===== src/hdl/adcmaf_pkg.sv =====
// shared types, constants and state codes for the adc moving-average fir block
// no dependencies

package adcmaf_pkg;

  localparam int TAP_COUNT_DEF = 16;

  localparam int                 SAMPLE_W     = 12;
  localparam int                 Q15_W        = 16;
  localparam int                 FRAC_BITS    = 15;
  localparam int                 CENTRE_SHIFT = 4;
  localparam logic signed [12:0] ADC_MID      = 13'sd2048;
  localparam logic signed [15:0] Q15_MAX      = 16'sh7FFF;
  localparam logic signed [15:0] Q15_MIN      = 16'sh8000;

  localparam logic signed [15:0] GAIN_RESET   = 16'sd2048;
  localparam logic [15:0]        SETTLE_RESET = 16'd16;

  localparam int CFG_IDX_W  = 1;
  localparam int CFG_DATA_W = 16;

  typedef enum logic [CFG_IDX_W-1:0] {
    CFG_TAP_GAIN = 1'd0,
    CFG_SETTLE   = 1'd1
  } cfg_reg_t;

  typedef enum logic [2:0] {
    ST_IDLE,
    ST_SWEEP,
    ST_DRAIN,
    ST_MUL,
    ST_SCALE,
    ST_SQUARE,
    ST_COMMIT,
    ST_DONE
  } state_t;

  typedef struct packed {
    logic [11:0] adc_sample;
    logic        clear_stats;
  } in_t;

  typedef struct packed {
    logic signed [15:0] filtered_sample;
    logic signed [15:0] centred_sample;
    logic [31:0]        sample_total;
    logic [31:0]        valid_total;
    logic signed [47:0] raw_sum;
    logic signed [47:0] filtered_sum;
    logic [61:0]        raw_square_sum;
    logic [61:0]        filtered_square_sum;
    logic signed [15:0] raw_minimum;
    logic signed [15:0] raw_maximum;
    logic signed [15:0] filtered_minimum;
    logic signed [15:0] filtered_maximum;
  } out_t;

  typedef struct packed {
    logic start;
    logic clear;
    logic square;
    logic commit;
  } stat_ctl_t;

  typedef struct packed {
    logic [31:0]        sample_total;
    logic [31:0]        valid_total;
    logic signed [47:0] raw_sum;
    logic signed [47:0] filtered_sum;
    logic [61:0]        raw_square_sum;
    logic [61:0]        filtered_square_sum;
    logic signed [15:0] raw_minimum;
    logic signed [15:0] raw_maximum;
    logic signed [15:0] filtered_minimum;
    logic signed [15:0] filtered_maximum;
  } stats_t;

endpackage


===== src/hdl/adc_moving_average_fir_stats_core.sv =====
// The delay-line memory is read once per tap while the shared-gain sum is built
// for each item. The 12-bit reading is centred to Q15, written over the oldest
// tap, the taps are summed, multiplied by tap_gain, shifted right by 15 and
// clipped, and the statistics are then updated. One item is in work at a time;
// the next item is taken while the previous result still waits in the output
// register. Configuration writes take effect at once and belong to idle periods
// only.
// depends on adcmaf_pkg, adcmaf_tap_mem, adcmaf_stats

module adc_moving_average_fir_stats_core #(
  parameter int TAP_COUNT = adcmaf_pkg::TAP_COUNT_DEF
) (
  input  logic                                 clk,
  input  logic                                 rst_n,
  input  logic                                 in_valid,
  output logic                                 in_ready,
  input  adcmaf_pkg::in_t                      in_data,
  output logic                                 out_valid,
  input  logic                                 out_ready,
  output adcmaf_pkg::out_t                     out_data,
  input  logic                                 cfg_we,
  input  logic [adcmaf_pkg::CFG_IDX_W-1:0]     cfg_index,
  input  logic [adcmaf_pkg::CFG_DATA_W-1:0]    cfg_data
);

  localparam int               IDX_W  = (TAP_COUNT > 1) ? $clog2(TAP_COUNT) : 1;
  localparam int               SUM_W  = adcmaf_pkg::Q15_W + $clog2(TAP_COUNT);
  localparam int               PROD_W = SUM_W + adcmaf_pkg::Q15_W;
  localparam logic [IDX_W-1:0] LAST   = IDX_W'(TAP_COUNT - 1);

  adcmaf_pkg::state_t  state_r, state_nxt;
  logic [IDX_W-1:0]    cnt_r;
  logic [IDX_W-1:0]    wp_r;
  logic                acc_en_r;
  logic                out_valid_r;
  adcmaf_pkg::out_t    out_data_r;
  logic signed [15:0]  tap_gain_r;
  logic [15:0]         settle_r;

  logic signed [15:0]       raw_r;
  logic signed [SUM_W-1:0]  sum_r;
  logic signed [PROD_W-1:0] prod_r;
  logic signed [15:0]       filt_r;

  logic                    accept;
  logic                    out_load;
  logic                    sweep;
  adcmaf_pkg::stat_ctl_t   ctl;
  adcmaf_pkg::stats_t      stats;

  logic signed [12:0]       centred_w;
  logic signed [15:0]       raw_in;
  logic signed [15:0]       rd_data;
  logic signed [PROD_W-1:0] prod_nxt;
  logic signed [PROD_W-1:0] shifted;
  logic signed [15:0]       filt_nxt;

  // next state
  always_comb begin
    state_nxt = state_r;
    case (state_r)
      adcmaf_pkg::ST_IDLE:   if (in_valid) state_nxt = adcmaf_pkg::ST_SWEEP;
      adcmaf_pkg::ST_SWEEP:  if (cnt_r == LAST) state_nxt = adcmaf_pkg::ST_DRAIN;
      adcmaf_pkg::ST_DRAIN:  state_nxt = adcmaf_pkg::ST_MUL;
      adcmaf_pkg::ST_MUL:    state_nxt = adcmaf_pkg::ST_SCALE;
      adcmaf_pkg::ST_SCALE:  state_nxt = adcmaf_pkg::ST_SQUARE;
      adcmaf_pkg::ST_SQUARE: state_nxt = adcmaf_pkg::ST_COMMIT;
      adcmaf_pkg::ST_COMMIT: state_nxt = adcmaf_pkg::ST_DONE;
      adcmaf_pkg::ST_DONE:   if (!out_valid_r || out_ready) state_nxt = adcmaf_pkg::ST_IDLE;
      default:               state_nxt = adcmaf_pkg::ST_IDLE;
    endcase
  end

  // state outputs
  always_comb begin
    in_ready   = 1'b0;
    sweep      = 1'b0;
    out_load   = 1'b0;
    ctl.square = 1'b0;
    ctl.commit = 1'b0;
    case (state_r)
      adcmaf_pkg::ST_IDLE:   in_ready = 1'b1;
      adcmaf_pkg::ST_SWEEP:  sweep = 1'b1;
      adcmaf_pkg::ST_SQUARE: ctl.square = 1'b1;
      adcmaf_pkg::ST_COMMIT: ctl.commit = 1'b1;
      adcmaf_pkg::ST_DONE:   out_load = !out_valid_r || out_ready;
      default:               in_ready = 1'b0;
    endcase
    accept    = in_ready && in_valid;
    ctl.start = accept;
    ctl.clear = in_data.clear_stats;
  end

  // centre to q15, scale and clip
  always_comb begin
    centred_w = $signed({1'b0, in_data.adc_sample}) - adcmaf_pkg::ADC_MID;
    raw_in    = 16'(centred_w) <<< adcmaf_pkg::CENTRE_SHIFT;
    prod_nxt  = tap_gain_r * sum_r;
    shifted   = prod_r >>> adcmaf_pkg::FRAC_BITS;
    if (shifted > PROD_W'(adcmaf_pkg::Q15_MAX)) begin
      filt_nxt = adcmaf_pkg::Q15_MAX;
    end else if (shifted < PROD_W'(adcmaf_pkg::Q15_MIN)) begin
      filt_nxt = adcmaf_pkg::Q15_MIN;
    end else begin
      filt_nxt = shifted[15:0];
    end
  end

  adcmaf_tap_mem #(
    .TAP_COUNT (TAP_COUNT)
  ) u_tap_mem (
    .clk     (clk),
    .rst_n   (rst_n),
    .wr_en   (accept),
    .wr_addr (wp_r),
    .wr_data (raw_in),
    .rd_addr (cnt_r),
    .rd_data (rd_data)
  );

  adcmaf_stats u_stats (
    .clk    (clk),
    .rst_n  (rst_n),
    .ctl    (ctl),
    .raw    (raw_r),
    .filt   (filt_r),
    .settle (settle_r),
    .stats  (stats)
  );

  always_ff @(posedge clk) begin
    if (!rst_n) begin
      state_r     <= adcmaf_pkg::ST_IDLE;
      cnt_r       <= '0;
      wp_r        <= '0;
      acc_en_r    <= 1'b0;
      out_valid_r <= 1'b0;
      tap_gain_r  <= adcmaf_pkg::GAIN_RESET;
      settle_r    <= adcmaf_pkg::SETTLE_RESET;
    end else begin
      state_r  <= state_nxt;
      acc_en_r <= sweep;
      cnt_r    <= (sweep && cnt_r != LAST) ? cnt_r + 1'b1 : '0;
      if (accept) begin
        wp_r <= (wp_r == LAST) ? '0 : wp_r + 1'b1;
      end
      if (out_load) begin
        out_valid_r <= 1'b1;
      end else if (out_ready) begin
        out_valid_r <= 1'b0;
      end
      if (cfg_we) begin
        case (cfg_index)
          adcmaf_pkg::CFG_TAP_GAIN: tap_gain_r <= cfg_data;
          adcmaf_pkg::CFG_SETTLE:   settle_r   <= cfg_data;
          default:                  settle_r   <= settle_r;
        endcase
      end
    end
  end

  always_ff @(posedge clk) begin
    if (accept) begin
      raw_r <= raw_in;
      sum_r <= '0;
    end else if (acc_en_r) begin
      sum_r <= sum_r + SUM_W'(rd_data);
    end
    if (state_r == adcmaf_pkg::ST_MUL) begin
      prod_r <= prod_nxt;
    end
    if (state_r == adcmaf_pkg::ST_SCALE) begin
      filt_r <= filt_nxt;
    end
    if (out_load) begin
      out_data_r.filtered_sample     <= filt_r;
      out_data_r.centred_sample      <= raw_r;
      out_data_r.sample_total        <= stats.sample_total;
      out_data_r.valid_total         <= stats.valid_total;
      out_data_r.raw_sum             <= stats.raw_sum;
      out_data_r.filtered_sum        <= stats.filtered_sum;
      out_data_r.raw_square_sum      <= stats.raw_square_sum;
      out_data_r.filtered_square_sum <= stats.filtered_square_sum;
      out_data_r.raw_minimum         <= stats.raw_minimum;
      out_data_r.raw_maximum         <= stats.raw_maximum;
      out_data_r.filtered_minimum    <= stats.filtered_minimum;
      out_data_r.filtered_maximum    <= stats.filtered_maximum;
    end
  end

  assign out_valid = out_valid_r;
  assign out_data  = out_data_r;

  a_accept_starts_sweep: assert property (@(posedge clk) disable iff (!rst_n)
    (in_valid && in_ready) |=> state_r == adcmaf_pkg::ST_SWEEP)
    else $error("accepted item did not start the tap sweep");

  a_sweep_covers_taps: assert property (@(posedge clk) disable iff (!rst_n)
    (state_r == adcmaf_pkg::ST_DRAIN) |-> $past(cnt_r) == LAST && $past(acc_en_r || TAP_COUNT == 1))
    else $error("tap sweep ended before reading every tap");

  a_result_loaded: assert property (@(posedge clk) disable iff (!rst_n)
    (state_r == adcmaf_pkg::ST_DONE && !out_valid_r) |=> out_valid_r && state_r == adcmaf_pkg::ST_IDLE)
    else $error("finished item not moved to the output register");

  a_write_ptr_range: assert property (@(posedge clk) disable iff (!rst_n)
    wp_r <= LAST)
    else $error("write pointer outside the delay line");

endmodule


===== src/hdl/adcmaf_tap_mem.sv =====
// delay line storage: circular sample memory, one write and one registered read
// per cycle, with a valid bit per entry so unwritten taps read as zero
// depends on adcmaf_pkg

module adcmaf_tap_mem #(
  parameter  int TAP_COUNT = adcmaf_pkg::TAP_COUNT_DEF,
  localparam int IDX_W     = (TAP_COUNT > 1) ? $clog2(TAP_COUNT) : 1
) (
  input  logic                          clk,
  input  logic                          rst_n,
  input  logic                          wr_en,
  input  logic [IDX_W-1:0]              wr_addr,
  input  logic signed [adcmaf_pkg::Q15_W-1:0] wr_data,
  input  logic [IDX_W-1:0]              rd_addr,
  output logic signed [adcmaf_pkg::Q15_W-1:0] rd_data
);

  logic signed [adcmaf_pkg::Q15_W-1:0] mem_r [TAP_COUNT];
  logic signed [adcmaf_pkg::Q15_W-1:0] rd_q_r;
  logic [TAP_COUNT-1:0]                vld_r;
  logic                                rd_vld_r;

  always_ff @(posedge clk) begin
    if (wr_en) begin
      mem_r[wr_addr] <= wr_data;
    end
    rd_q_r <= mem_r[rd_addr];
  end

  always_ff @(posedge clk) begin
    if (!rst_n) begin
      vld_r    <= '0;
      rd_vld_r <= 1'b0;
    end else begin
      if (wr_en) begin
        vld_r[wr_addr] <= 1'b1;
      end
      rd_vld_r <= vld_r[rd_addr];
    end
  end

  assign rd_data = rd_vld_r ? rd_q_r : '0;

endmodule


===== src/hdl/adcmaf_stats.sv =====
// running statistics: sample counters, sums, sums of squares and extrema of the
// centred and filtered values, with clear and settle handling
// depends on adcmaf_pkg

module adcmaf_stats (
  input  logic                      clk,
  input  logic                      rst_n,
  input  adcmaf_pkg::stat_ctl_t     ctl,
  input  logic signed [15:0]        raw,
  input  logic signed [15:0]        filt,
  input  logic [15:0]               settle,
  output adcmaf_pkg::stats_t        stats
);

  logic [31:0]        seen_r;
  logic [31:0]        counted_r;
  logic [47:0]        raw_acc_r;
  logic [47:0]        filt_acc_r;
  logic [61:0]        raw_sq_acc_r;
  logic [61:0]        filt_sq_acc_r;
  logic signed [15:0] raw_lo_r;
  logic signed [15:0] raw_hi_r;
  logic signed [15:0] filt_lo_r;
  logic signed [15:0] filt_hi_r;
  logic               count_en_r;
  logic [31:0]        raw_sq_r;
  logic [31:0]        filt_sq_r;

  logic [31:0]        seen_nxt;
  logic signed [31:0] raw_sq_nxt;
  logic signed [31:0] filt_sq_nxt;

  always_comb begin
    seen_nxt    = (ctl.clear ? 32'd0 : seen_r) + 32'd1;
    raw_sq_nxt  = raw * raw;
    filt_sq_nxt = filt * filt;
  end

  always_ff @(posedge clk) begin
    if (!rst_n) begin
      seen_r        <= '0;
      counted_r     <= '0;
      raw_acc_r     <= '0;
      filt_acc_r    <= '0;
      raw_sq_acc_r  <= '0;
      filt_sq_acc_r <= '0;
      raw_lo_r      <= adcmaf_pkg::Q15_MAX;
      raw_hi_r      <= adcmaf_pkg::Q15_MIN;
      filt_lo_r     <= adcmaf_pkg::Q15_MAX;
      filt_hi_r     <= adcmaf_pkg::Q15_MIN;
      count_en_r    <= 1'b0;
      raw_sq_r      <= '0;
      filt_sq_r     <= '0;
    end else begin
      if (ctl.start) begin
        if (ctl.clear) begin
          counted_r     <= '0;
          raw_acc_r     <= '0;
          filt_acc_r    <= '0;
          raw_sq_acc_r  <= '0;
          filt_sq_acc_r <= '0;
          raw_lo_r      <= adcmaf_pkg::Q15_MAX;
          raw_hi_r      <= adcmaf_pkg::Q15_MIN;
          filt_lo_r     <= adcmaf_pkg::Q15_MAX;
          filt_hi_r     <= adcmaf_pkg::Q15_MIN;
        end
        seen_r     <= seen_nxt;
        count_en_r <= seen_nxt > {16'd0, settle};
      end
      if (ctl.square) begin
        raw_sq_r  <= raw_sq_nxt;
        filt_sq_r <= filt_sq_nxt;
      end
      if (ctl.commit && count_en_r) begin
        counted_r     <= counted_r + 32'd1;
        raw_acc_r     <= raw_acc_r + 48'(raw);
        filt_acc_r    <= filt_acc_r + 48'(filt);
        raw_sq_acc_r  <= raw_sq_acc_r + 62'(raw_sq_r);
        filt_sq_acc_r <= filt_sq_acc_r + 62'(filt_sq_r);
        if (raw < raw_lo_r) raw_lo_r <= raw;
        if (raw > raw_hi_r) raw_hi_r <= raw;
        if (filt < filt_lo_r) filt_lo_r <= filt;
        if (filt > filt_hi_r) filt_hi_r <= filt;
      end
    end
  end

  always_comb begin
    stats.sample_total        = seen_r;
    stats.valid_total         = counted_r;
    stats.raw_sum             = raw_acc_r;
    stats.filtered_sum        = filt_acc_r;
    stats.raw_square_sum      = raw_sq_acc_r;
    stats.filtered_square_sum = filt_sq_acc_r;
    stats.raw_minimum         = raw_lo_r;
    stats.raw_maximum         = raw_hi_r;
    stats.filtered_minimum    = filt_lo_r;
    stats.filtered_maximum    = filt_hi_r;
  end

endmodule

===== config.mk =====
export PLATFORM = sky130hd
export DESIGN_NAME = adc_moving_average_fir_stats_core
export DESIGN_NICKNAME = d
export VERILOG_FILES = /design/src/hdl/adcmaf_pkg.sv /design/src/hdl/adc_moving_average_fir_stats_core.sv /design/src/hdl/adcmaf_tap_mem.sv /design/src/hdl/adcmaf_stats.sv
export SDC_FILE = /design/constraint.sdc
export NUM_CORES = 2
export LEC_CHECK = 0
export BUFFER_PORTS_ARGS = -buffer_cell sky130_fd_sc_hd__buf_2
export CAP_MARGIN = 20
export CORE_UTILIZATION = 50
export CTS_CLUSTER_DIAMETER = 200
export DETAILED_ROUTE_END_ITERATION = 8
export PLACE_DENSITY = 0.73
export SKIP_CTS_REPAIR_TIMING = 1
export SLEW_MARGIN = 20
export SYNTH_ARGS = -nofsm -noshare
export SYNTH_HDL_FRONTEND = slang
export SYNTH_HIERARCHICAL = 1
export SYNTH_SLANG_ARGS = --single-unit

===== constraint.sdc =====
create_clock -name clk -period 19.7 [get_ports clk]
set_input_delay 2.955 -clock clk [delete_from_list [all_inputs] [get_ports clk]]
set_output_delay 2.955 -clock clk [all_outputs]
set_load 0.02 [all_outputs]

==> results.json <==
{
  "fin_ws_ns": 12.25,
  "synth_fa_ha_area_share_pct": 27.2,
  "slew_violations": 0,
  "grt_max_degree": 155,
  "drt-total-wl_mm": 201,
  "rr_worst_depth": 20,
  "synth.ff_latch_count": 1190,
  "routabilityCongestion": 0.906,
  "critical_path_class": "register to register",
  "core-area_um2": 163000,
  "drt_iter0_markers": 4547,
  "dp_cells": 10200,
  "worstMarginPinSlew_ns": 1.13,
  "synth-simple-area-share_pct": 12.0,
  "cp_max_fo": 56,
  "final_cell_mix": "inv_1, fa_1, nand2_1, edfxtp_1, ha_1",
  "die_area_um2": 165000,
  "cpMaxStageDelayCell": "fa_1",
  "synth_xor_area_share_pct": 3.19,
  "muxShareOfSynthArea_pct": 2.96,
  "vdd_ir_drop_max_v": 0.000538,
  "synth_top_family_by_area": "adder cells",
  "clock_skew_ns": 0.0675,
  "dr.pass1.iters": 6,
  "cp-start-kind": "register",
  "grt_first_pass_wirelength_mm": 317,
  "layout_commonest_cell": "inv_1",
  "fmax_mhz": 134,
  "grt_antenna_before_repair": 18,
  "fin_cells": 10500,
  "clock_latency_ns": 0.81,
  "slew_headroom_pct": 24.5,
  "wl_per_cell_um": 19.2,
  "yosysUniqueCellTypes": 106,
  "cts_tree": "done",
  "rows": 148,
  "setup_violations": 0,
  "cp-startpoint": "filt_r[15]",
  "fin_crit_sh_pct": 37.8,
  "grt_pass1_vias": 58300,
  "synth_compound_area_share_pct": 10.5,
  "period_minus_slack_ns": 7.45,
  "min-delay-path-class": "register to register",
  "critPathCaptureType": "register",
  "slowest_delay_ns": 0.61,
  "synthFlopType": "edfxtp_1",
  "ctsHtreeMaxLevel": 4,
  "ant_nets": 0,
  "synth_area_um2": 81800,
  "synth_edf_count": 681,
  "die_w_um": 407,
  "cts_buffers": 130,
  "tns_ns": 0,
  "path_cells": "buf_4 > inv_1 > nor2_1 > fa_1 > fa_1 > fa_1 > fa_1 > fa_1 > inv_1 > fa_1 > inv_1 > ha_1 > o41ai_1 > a2111oi_0 > a211oi_1 > a21oi_1 > o21a_1 > or3_1 > a31oi_1 > nor2_1",
  "fin_util_pct": 56.0,
  "track_usage_pct": 24.5,
  "seq_area_frac_synth_pct": 37.4,
  "cp_data_arrival_time_ns": 8.05,
  "drc": 0,
  "syn_avg_cell_area_um2": 10.5,
  "grt_overflow": 0,
  "p_leak_nw": 40.2,
  "cts-root-buf": "clkbuf_16",
  "syn_inst": 7765,
  "drive_above_1_share_pct": 10.5,
  "synth-async-reset-ratio_pct": 0,
  "r2r-start": "filt_r[15]",
  "cap_violations": 0,
  "cp.required_ns": 20.30,
  "finish.net_count": 9523,
  "pre_cts_slack_ns": 12.32,
  "hold_viol": 0,
  "rsz0062_at_grt": "false",
  "viasPerCell": 5.52,
  "rrSetupSlack_ns": 12.25,
  "cts_buffer_depth": 3,
  "r2r_end": "u_stats/filt_sq_r[29]",
  "path_common_cell": "fa_1",
  "endpoint": "u_stats/filt_sq_r[29]",
  "die_h_um": 407,
  "fin_hold_ws_ns": 0.427,
  "dp_hpwl_mm": 147,
  "start_util_pct": 50.3,
  "io_buffers": 412,
  "pin_count": 417,
  "power_density_nw_per_um2": 147,
  "num_vias": 57700,
  "area_delta_synth_final_pct": 11.2,
  "cts.clk_slew.worst_paths_ns": 0.06,
  "ys_warn_count": 6,
  "status": "completed",
  "cts_sinks": 1190
}
synthesized netlist by cell type, types with 57 or more instances:
cell      instances  area, um^2
and2_1          267        1670
a22oi_1         107         803
fa_1            786       15700
nor2_1          513        1930
o21a_1           64         480
dfxtp_1         509       10200
inv_1          1144        4290
edfxtp_1        681       20400
mux4_2           66        1490
nand2b_1         65         407
nor3_1           88         440
clkbuf_1        247         927
o21ai_0         252        1260
a21o_1          178        1340
nand3_1         129         646
xnor2_1         181        1590
xor2_1          117        1020
a21oi_1         325        1630
ha_1            522        6530
mux2i_1          83         831
nand4_1          57         357
nand2_1         695        2610
metal layers:
metal / up-vias / GRT usage [%] / part of all wire (%)
met5: - / 0 / 0.070
met4: 24 / 9.76 / 3.8
met3: 394 / 3.42 / 5.9
met2: 1928 / 40.5 / 48
met1: 28700 / 32.4 / 42
li1: 26700 / - / -
flip-flops by register name, indices dropped and copies added (netlist names), 20 cells and up:
signal	cells
u_stats/filt_acc_r	48
sum_r	20
u_stats/seen_r	32
u_stats/counted_r	32
prod_r	21
u_stats/raw_acc_r	48
u_stats/raw_sq_acc_r	62
u_stats/raw_sq_r	31
u_stats/filt_sq_acc_r	62
u_stats/filt_sq_r	31
out_data	376
u_tap_mem/mem_r	256
report_power, final:
part           switching, mW  internal (mW)  leakage [nW]
clock                   1.08           1.46          2.18
combinational           4.54           3.54          27.8
sequential            0.0733           2.68          10.2
worst min-delay path by stage:
stage | start | end | slack (ns) | cells past startpoint
after floorplan | u_stats/seen_r[29] | out_data[345] | 0.41 | 0
after global placement | u_stats/raw_hi_r[3] | out_data[35] | 0.42 | 0
after detailed placement | u_stats/raw_hi_r[3] | out_data[35] | 0.41 | 0
after CTS | u_stats/raw_hi_r[3] | out_data[35] | 0.43 | 0
after global routing | u_stats/raw_hi_r[12] | out_data[44] | 0.45 | 0
final | u_stats/raw_hi_r[3] | out_data[35] | 0.43 | 0
metrics by stage:
step	cell area (um^2)	power (mW)
after floorplan	82200	9.05
after global placement	86500	10.6
after detailed placement	86500	10.8
after CTS	91000	13.4
after global routing	91000	14.6
final	91000	13.4
layout make-up:
cell class | count | area [um^2]
Antenna cell | 4 | 10.0
Clock buffer | 175 | 3590
Clock inverter | 67 | 968
Fill cell | 13800 | 71500
Inverter | 1149 | 4320
Multi-Input combinational cell | 5225 | 46200
Sequential cell | 1190 | 30600
Tap cell | 2175 | 2720
Timing Repair Buffer | 484 | 2630
logic make-up after synthesis:
family	Yosys count
AO/OA/AOI/OAI	1294
buffers and inverters	1446
multiplexers	158
XOR/XNOR	298
other	1
flip-flops	1190
adder cells (fa/ha/maj)	1308
AND/OR/NAND/NOR	2070
worst max-delay path: cells and delay by family (launching register included):
kind                       cells  cell delay [ns]
buffers and inverters          4             1.14
DFF                            1             0.33
adders and majority gates      7             3.46
AOI/OAI and AO/OA              6             1.66
and+or+nand+nor                3             0.64
Power figures use the tool's default switching activity.
